===== config.mk =====
export PLATFORM = sky130hd
export DESIGN_NAME = tun_sqrt_cell
export DESIGN_NICKNAME = d
export VERILOG_FILES = /design/src/rtl/tun_sqrt_cell.sv
export SDC_FILE = /design/constraint.sdc
export NUM_CORES = 1
export LEC_CHECK = 0
export ABC_CLOCK_PERIOD_IN_PS = 6150
export BUFFER_PORTS_ARGS = -buffer_cell sky130_fd_sc_hd__buf_2
export CAP_MARGIN = 10
export CORE_MARGIN = 2
export CORE_UTILIZATION = 53
export CTS_CLUSTER_DIAMETER = 40
export DETAILED_ROUTE_END_ITERATION = 10
export HOLD_SLACK_MARGIN = 0.08
export PLACE_DENSITY = 0.86
export SETUP_SLACK_MARGIN = 0.3
export SYNTH_ARGS = -nofsm -noshare
export SYNTH_HDL_FRONTEND = slang
export SYNTH_SLANG_ARGS = --single-unit
export TNS_END_PERCENT = 100

===== constraint.sdc =====
create_clock -name clk -period 6.15 [get_ports clk]
set_clock_uncertainty 0.1 [all_clocks]
set_input_delay 0.3075 -clock clk [delete_from_list [all_inputs] [get_ports clk]]
set_output_delay 0.3075 -clock clk [all_outputs]
set_load 0.005 [all_outputs]

===== src/rtl/tun_sqrt_cell.sv =====
// One cell of the integer square root chain: resolves one root bit per cycle while en is high.
module tun_sqrt_cell #(
  parameter int unsigned RW = 27
) (
  input  logic            clk,
  input  logic            en,
  input  logic [2*RW-1:0] rad_i,
  input  logic [RW+1:0]   rem_i,
  input  logic [RW-1:0]   root_i,
  output logic [2*RW-1:0] rad_r,
  output logic [RW+1:0]   rem_r,
  output logic [RW-1:0]   root_r
);

  logic [RW+1:0] part;
  logic [RW+1:0] trial;
  logic          ge;

  // Bring down the next two radicand bits and try root bit one
  assign part  = {rem_i[RW-1:0], rad_i[2*RW-1 -: 2]};
  assign trial = {root_i, 2'b01};
  assign ge    = (part >= trial);

  // Advance the partial root and remainder
  always_ff @(posedge clk) begin
    if (en) begin
      rad_r  <= {rad_i[2*RW-3:0], 2'b00};
      rem_r  <= ge ? (part - trial) : part;
      root_r <= {root_i[RW-2:0], ge};
    end
  end

endmodule


==> flow_summary.json <==
{
  "ir_worst_vdd_uv": 165,
  "setup_violations": 0,
  "globalplace.congestion": 0.915,
  "yosysUniqueCellTypes": 58,
  "max_clock_freq_ghz": 0.269,
  "h-tree-depth": 3,
  "ys_seq_area_share_pct": 58.9,
  "design.die.area_um2": 11200,
  "hold_ws_ns": 0.148,
  "p_leak_uw": 0.00339,
  "cts_max_path_buffers": 2,
  "drt_pass1_iterations": 4,
  "path_class": "in2reg",
  "drc_errors": 0,
  "setup_tns_ns": 0,
  "multi_input_area_um2": 2010,
  "maxCapViolCount": 0,
  "synth-edff-count": 108,
  "fin_crit_ns": 3.72,
  "min_path_cells": 2,
  "startpoint": "root_i[18]",
  "hold_viol": 0,
  "required_ns": 6.19,
  "fin_cells": 869,
  "drive_gt1_share_pct": 36.9,
  "hold_path.class": "in2reg",
  "antenna_found_initial": 0,
  "routed_wl_um": 16900,
  "ctsHoldBuffers": 78,
  "start_util_pct": 54.1,
  "io_buffers": 217,
  "fin_nets": 868,
  "powerDensity_nw_per_um2": 237,
  "synth_area_um2": 5510,
  "die_h_um": 106,
  "dp.cells": 774,
  "crit_path_max_fanout": 30,
  "numCtsBuffers": 9,
  "grt_usage_pct": 29.8,
  "final_antenna_net_count": 0,
  "rsz0062_at_grt": "no",
  "viasPerCell": 5.49,
  "syn_inst": 434,
  "final_common_cell": "buf_2",
  "fillCellCount": 686,
  "cts_root_buffer": "clkbuf_8",
  "yosys_warnings": 0,
  "status": "finished, final reports clean",
  "row_count": 37,
  "clk_pin_slew_ns": 0.11,
  "async_flop_share_pct": 0,
  "overflow": 0,
  "min_from": "rem_i[7]",
  "drv_slew": 0,
  "post_cts_buffers": 0,
  "tightest_slew_ns": 0.823,
  "avgSynthCellArea_um2": 12.7,
  "core_area_um2": 10200,
  "wl_per_cell_um": 19.5,
  "clkSinkCount": 108,
  "synth_ff_type": "edfxtp_1",
  "drt-initial-drc-count": 306,
  "cp-end-kind": "register",
  "startpoint_type": "input pin",
  "synth-seq-cells": 108,
  "cts_tree": "built",
  "max-slew-margin-rel_pct": 45.2,
  "cp.arrival_ns": 3.76,
  "layout_common_cells": "buf_2 (216), edfxtp_1 (108), dlygate4sd3_1 (78), inv_1 (35), ha_1 (29)",
  "ios": 222,
  "grt_max_degree": 68,
  "syn_to_final_growth_pct": 38.9,
  "dieWidth_um": 106,
  "grt_pass1_wl_um": 25400,
  "hpwl_um": 11000,
  "route.vias.total": 4768,
  "period_share_pct": 60.6,
  "cts_resized": 0,
  "ff_latch_area_um2": 3240,
  "grt_pass1_vias": 4820
}
==> through the flow <==
stage | total power, uW | setup WS [ns] | utilization, % | area [um2]
floorplan | 1160 | 3.27 | - | 5510
global placement | 1310 | 2.65 | 65.4 | 6670
global route | 1880 | 2.29 | 75.1 | 7650
CTS | 1800 | 2.44 | 75.1 | 7650
finish | 1810 | 2.43 | 75.1 | 7650
detailed placement | 1320 | 2.59 | 65.4 | 6670
==> path summary, 6_finish.rpt <==
| kind | to | slack [ns] |
|---|---|---|
| hold / removal | rem_r[9] | 0.15 |
| setup / recovery | rem_r[19] | 2.43 |
==> state kept, by name, indices dropped and copies added (netlist names) <==
register and cells:
rad_r 52, rem_r 29, root_r 27
==> cell type report <==
type / count / area share (%)
antenna: 1 / 0.0327
clock buffer: 10 / 1.67
clock inverter: 6 / 0.949
inverter: 35 / 1.72
multi-input combinational: 275 / 26.3
sequential: 108 / 42.4
tap: 136 / 2.22
timing repair buffer: 298 / 24.7
==> synth_stat cells (3+ instances only) <==
library cell,n,area (um2)
a211oi_1,3,22.5
a21o_1,13,97.6
a21oi_1,23,115
a31oi_1,4,25.0
and3_1,6,37.5
buf_2,4,20.0
buf_4,6,45.0
edfxtp_1,108,3240
ha_1,29,363
inv_1,35,131
mux2_2,22,248
nand2_1,26,97.6
nand3_1,7,35.0
nand4_1,7,43.8
nor2_1,20,75.1
nor3_1,11,55.1
o211ai_1,3,22.5
o21a_1,6,45.0
o21ai_0,28,140
o22ai_1,3,18.8
o31ai_1,4,30.0
xnor2_1,15,131
xor2_1,7,61.3
==> power breakdown <==
part	total, uW	leakage [uW]	internal [uW]	switching, uW
registers	916	0.00106	894	21.9
clock network	453	0.0000963	194	259
logic	446	0.00224	214	232
total	1810	0.00339	1300	513
==> layer usage <==
| layer | routed length (um) | up-vias | GRT usage [%] |
|---|---|---|---|
| met3 | 1030 | 68 | 6.32 |
| met4 | 960 | 0 | 18.4 |
| li1 | - | 2215 | - |
| met2 | 8500 | 229 | 51.4 |
| met1 | 6450 | 2256 | 33.8 |
| met5 | 0 | - | 0 |
==> logic make-up after synthesis <==
logic type / Yosys count / synth area share (%)
flip-flops: 108 / 58.9
AO/OA/AOI/OAI: 106 / 13.1
buffers and inverters: 52 / 4.70
multiplexers: 23 / 4.68
adder cells (fa/ha/maj): 29 / 6.59
AND/OR/NAND/NOR: 93 / 8.45
other: 1 / 0.0681
XOR/XNOR: 22 / 3.50
==> worst max-delay path, cell delays in order <==
cell and delay [ns]:
dlygate4sd3_1 0.52, buf_2 0.12, inv_1 0.04, ha_1 0.37, a21oi_1 0.36, o21ai_0 0.21
a41o_1 0.29, and3_2 0.24, a211oi_2 0.22, buf_4 0.22, or2_4 0.44, mux2_2 0.40
No activity file was read; power rests on OpenSTA's default activity.
