`src/rtl/tun_div_cell.sv`:
```
// One cell of the restoring divider chain: resolves one quotient bit per cycle while en is high.
module tun_div_cell #(
  parameter int unsigned LW = 27,
  parameter int unsigned QW = 15
) (
  input  logic          clk,
  input  logic          en,
  input  logic [LW-1:0] rem_i,
  input  logic          bit_i,
  input  logic [LW-1:0] len_i,
  input  logic [QW-1:0] q_i,
  output logic [LW-1:0] rem_r,
  output logic [QW-1:0] q_r
);

  logic [LW:0] part;
  logic [LW:0] diff;
  logic        ge;

  // Shift in the next dividend bit and compare against the length
  assign part = {rem_i, bit_i};
  assign diff = part - {1'b0, len_i};
  assign ge   = (part >= {1'b0, len_i});

  // Advance remainder and quotient
  always_ff @(posedge clk) begin
    if (en) begin
      rem_r <= ge ? diff[LW-1:0] : part[LW-1:0];
      q_r   <= {q_i[QW-2:0], ge};
    end
  end

endmodule

```
`config.mk`:
```
export PLATFORM = sky130hd
export DESIGN_NAME = tun_div_cell
export DESIGN_NICKNAME = d
export VERILOG_FILES = /design/src/rtl/tun_div_cell.sv
export SDC_FILE = /design/constraint.sdc
export NUM_CORES = 1
export LEC_CHECK = 0
export BUFFER_PORTS_ARGS = -buffer_cell sky130_fd_sc_hd__buf_2
export CAP_MARGIN = 15
export CORE_MARGIN = 8
export CORE_UTILIZATION = 55
export CTS_BUF_LIST = sky130_fd_sc_hd__clkbuf_16
export DETAILED_ROUTE_END_ITERATION = 8
export GPL_TIMING_DRIVEN = 0
export MAX_ROUTING_LAYER = met4
export PLACE_DENSITY = 0.95
export SKIP_CTS_REPAIR_TIMING = 1
export SLEW_MARGIN = 20
export SYNTH_ARGS = -nofsm -noshare
export SYNTH_HDL_FRONTEND = slang
export SYNTH_SLANG_ARGS = --single-unit
```
`constraint.sdc`:
```
create_clock -name clk -period 7.01 [get_ports clk]
set_input_delay 0.3505 -clock clk [delete_from_list [all_inputs] [get_ports clk]]
set_output_delay 0.3505 -clock clk [all_outputs]
set_load 0.02 [all_outputs]
```
==> metrics.yaml <==
status:
  status: "finished clean"
timing:
  finalSetupViolations: 0
  post-route-period-util_pct: 44.6
  fin_ws_ns: 3.88
  fmax_ghz: 0.320
  rsz0062_at_grt: "false"
  worst_pin_slew_ns: 0.949
  maxSlewHeadroom_pct: 36.8
  period_minus_slack_ns: 3.13
  fin_tns_setup_ns: 0
  timing_hold_violations_final: 0
  slew_viol_final: 0
route:
  final_antenna_net_count: 0
  wl_met3_um: 503
  first_pass_iters: 5
  via_per_inst: 5.57
  routedWlPerCell_um: 16.7
  wirelength_met1_um: 3290
  wirelength_um: 8540
  dr.first_iter.drc_count: 136
  wl_met2_um: 4520
  highest_layer: "met4"
  via_count: 2843
  post-route-drc-count: 0
floorplan:
  coreArea_um2: 5850
  dieArea_um2: 8700
  rows: 28
  die_width_um: 93.3
  die_h_um: 93.3
  ios: 114
  start_util_pct: 56.1
worst_setup_path:
  startpoint_type: "input pin"
  setup.worst_path.class: "input pin to register"
  crit_arrival_ns: 3.16
  crit_fanout: 10
  crit_path_end_kind: "register"
  critPathRequiredTime_ns: 7.05
logic_synthesis:
  synth-simple-area-share_pct: 11.8
  seq_area_frac_synth_pct: 38.4
  synth.mux.area_fraction_pct: 11.4
  async_reset_ff_share_pct: 0
  synthAdderAreaFrac_pct: 10.9
  syn_area_um2: 3280
  syn-num-nets: 414
  yosysWarnings: 0
  synth_xor_area_share_pct: 5.87
  syn_inst: 314
  synth_edf_count: 42
  synth_top_family_by_area: "compound AO/OA/AOI/OAI gates"
  ys_seq_elements: 42
  synth.avg_cell_area_um2: 10.5
  synth_top_flop_cell: "edfxtp_1"
  synth-compound-area-share_pct: 16.3
  ys_types: 51
power_and_ir_drop:
  p_per_area_nw_per_um2: 218
  peakVddDrop_uv: 115
  p_leak_uw: 0.00197
cells_and_area:
  final_cell_mix: "112 x buf_2, 42 x edfxtp_1, 32 x inv_1"
  synthToLayoutAreaGrowth_pct: 24.3
  nNetsFinal: 533
  drive_above_1_share_pct: 34.3
  mostFrequentLayoutCell: "buf_2"
clocking:
  cts.sinks: 42
  cts_buffers: 5
  cts_root_buf: "clkbuf_16"
  cts_tree: "built"
  h-tree-depth: 2
  clk_path_buf_depth: 2
  clk_pin_slew_worst_paths_ns: 0.06
place:
  port_buffers: 112
  gp_congestion: 0.874
  post-place-ws_ns: 3.63
  dp_hpwl_um: 6930
global_route:
  grt_pass1_vias: 2924
  grt_pass1_wl_um: 13600
  grt_util_all_layers_pct: 20.1
  antenna_found_initial: 1
  grt_start_max_net_pins: 43
  grt-ovfl-total: 0
run:
  drv_cap: 0
min_path:
  min_path_type: "input pin to register"
==> synth_stat cells, types with 2 or more instances <==
master     instances  area (um2)
xor2_1             7        61.3
o2111ai_1          2        17.5
inv_1             32         120
mux2_1             6        67.6
o41ai_1            2        17.5
nor3_1             8        40.0
nand4_1            4        25.0
buf_6              3        33.8
ha_1              27         338
o21ai_0            7        35.0
nand2b_1           3        18.8
nor2_1            16        60.1
mux2i_1            5        50.1
a21o_1            14         105
and2_1             2        12.5
nor2b_1            5        31.3
and3_1             3        18.8
nor4_1             2        12.5
o21ai_2            2        17.5
mux2_4            17         255
a211oi_1           3        22.5
o21a_1             5        37.5
a21oi_2            2        17.5
o21bai_1           2        15.0
a21oi_1           22         110
xnor2_1           15         131
a31oi_1            3        18.8
or3_1              2        12.5
nand3_1            8        40.0
clkbuf_1           4        15.0
nand2_1           20        75.1
edfxtp_1          42        1260
==> power by group <==
| group | switching [uW] | total [uW] | internal (uW) |
|---|---|---|---|
| combinational | 184 | 331 | 147 |
| sequential | 8.49 | 330 | 322 |
| clock | 97.1 | 227 | 130 |
| total | 290 | 889 | 599 |
==> through the flow <==
| stage | cell area [um2] | hold slack (ns) | instances | power, uW | util, % |
|---|---|---|---|---|---|
| 2_1_floorplan | 3280 | 0.449 | 314 | 569 | - |
| 3_3_place_gp | 3940 | 0.527 | 501 | 652 | 67.3 |
| 3_5_place_dp | 3940 | 0.530 | 501 | 667 | 67.3 |
| 4_1_cts | 4080 | 0.240 | 509 | 891 | 69.7 |
| 5_1_grt | 4080 | 0.236 | 510 | 930 | 69.8 |
| 6_report | 4080 | 0.241 | 510 | 889 | 69.8 |
==> path summary, 6_finish.rpt <==
| check | start | endpoint | slack (ns) | cells after the start |
|---|---|---|---|---|
| worst max-delay path | bit_i | rem_r[10] | 3.88 | 14 |
| worst min-delay path | q_i[8] | q_r[9] | 0.24 | 1 |
==> flip-flops by register name, summed over array words and instances, names as in the netlist <==
register / count
rem_r: 27
q_r: 15
==> critical path, stage by stage <==
cell and delay [ns]:
buf_2 0.07, inv_1 0.05, ha_1 0.22, fa_1 0.41
nor2b_1 0.20, o2111ai_2 0.18, a31o_2 0.31, o21ai_2 0.20
o21ai_2 0.10, a21oi_2 0.23, o31ai_4 0.15, inv_4 0.16
buf_6 0.20, mux2_4 0.31
==> cell families (layout without fill, tap and decap cells) <==
group,after synthesis,after routing
buffers and inverters,40,160
adder cells (fa/ha/maj),28,28
other,0,1
AO/OA/AOI/OAI,76,76
flip-flops,42,42
AND/OR/NAND/NOR,78,78
multiplexers,28,28
XOR/XNOR,22,22
==> routing by layer <==
layer  vias to the layer above  GRT usage [%]
met5                         -              -
met4                         0           8.72
met3                        15           3.93
met2                        95           35.3
met1                      1338           21.5
li1                       1395              -
==> layout make-up <==
cell class                      count  area [um2]
Antenna cell                        1        2.50
Buffer                              7        48.8
Clock buffer                        5         125
Clock inverter                      3        16.3
Fill cell                         434        1770
Inverter                           33         126
Multi-Input combinational cell    232        1850
Sequential cell                    42        1260
Tap cell                           75        93.8
Timing Repair Buffer              112         561
Power figures use the tool's default switching activity.
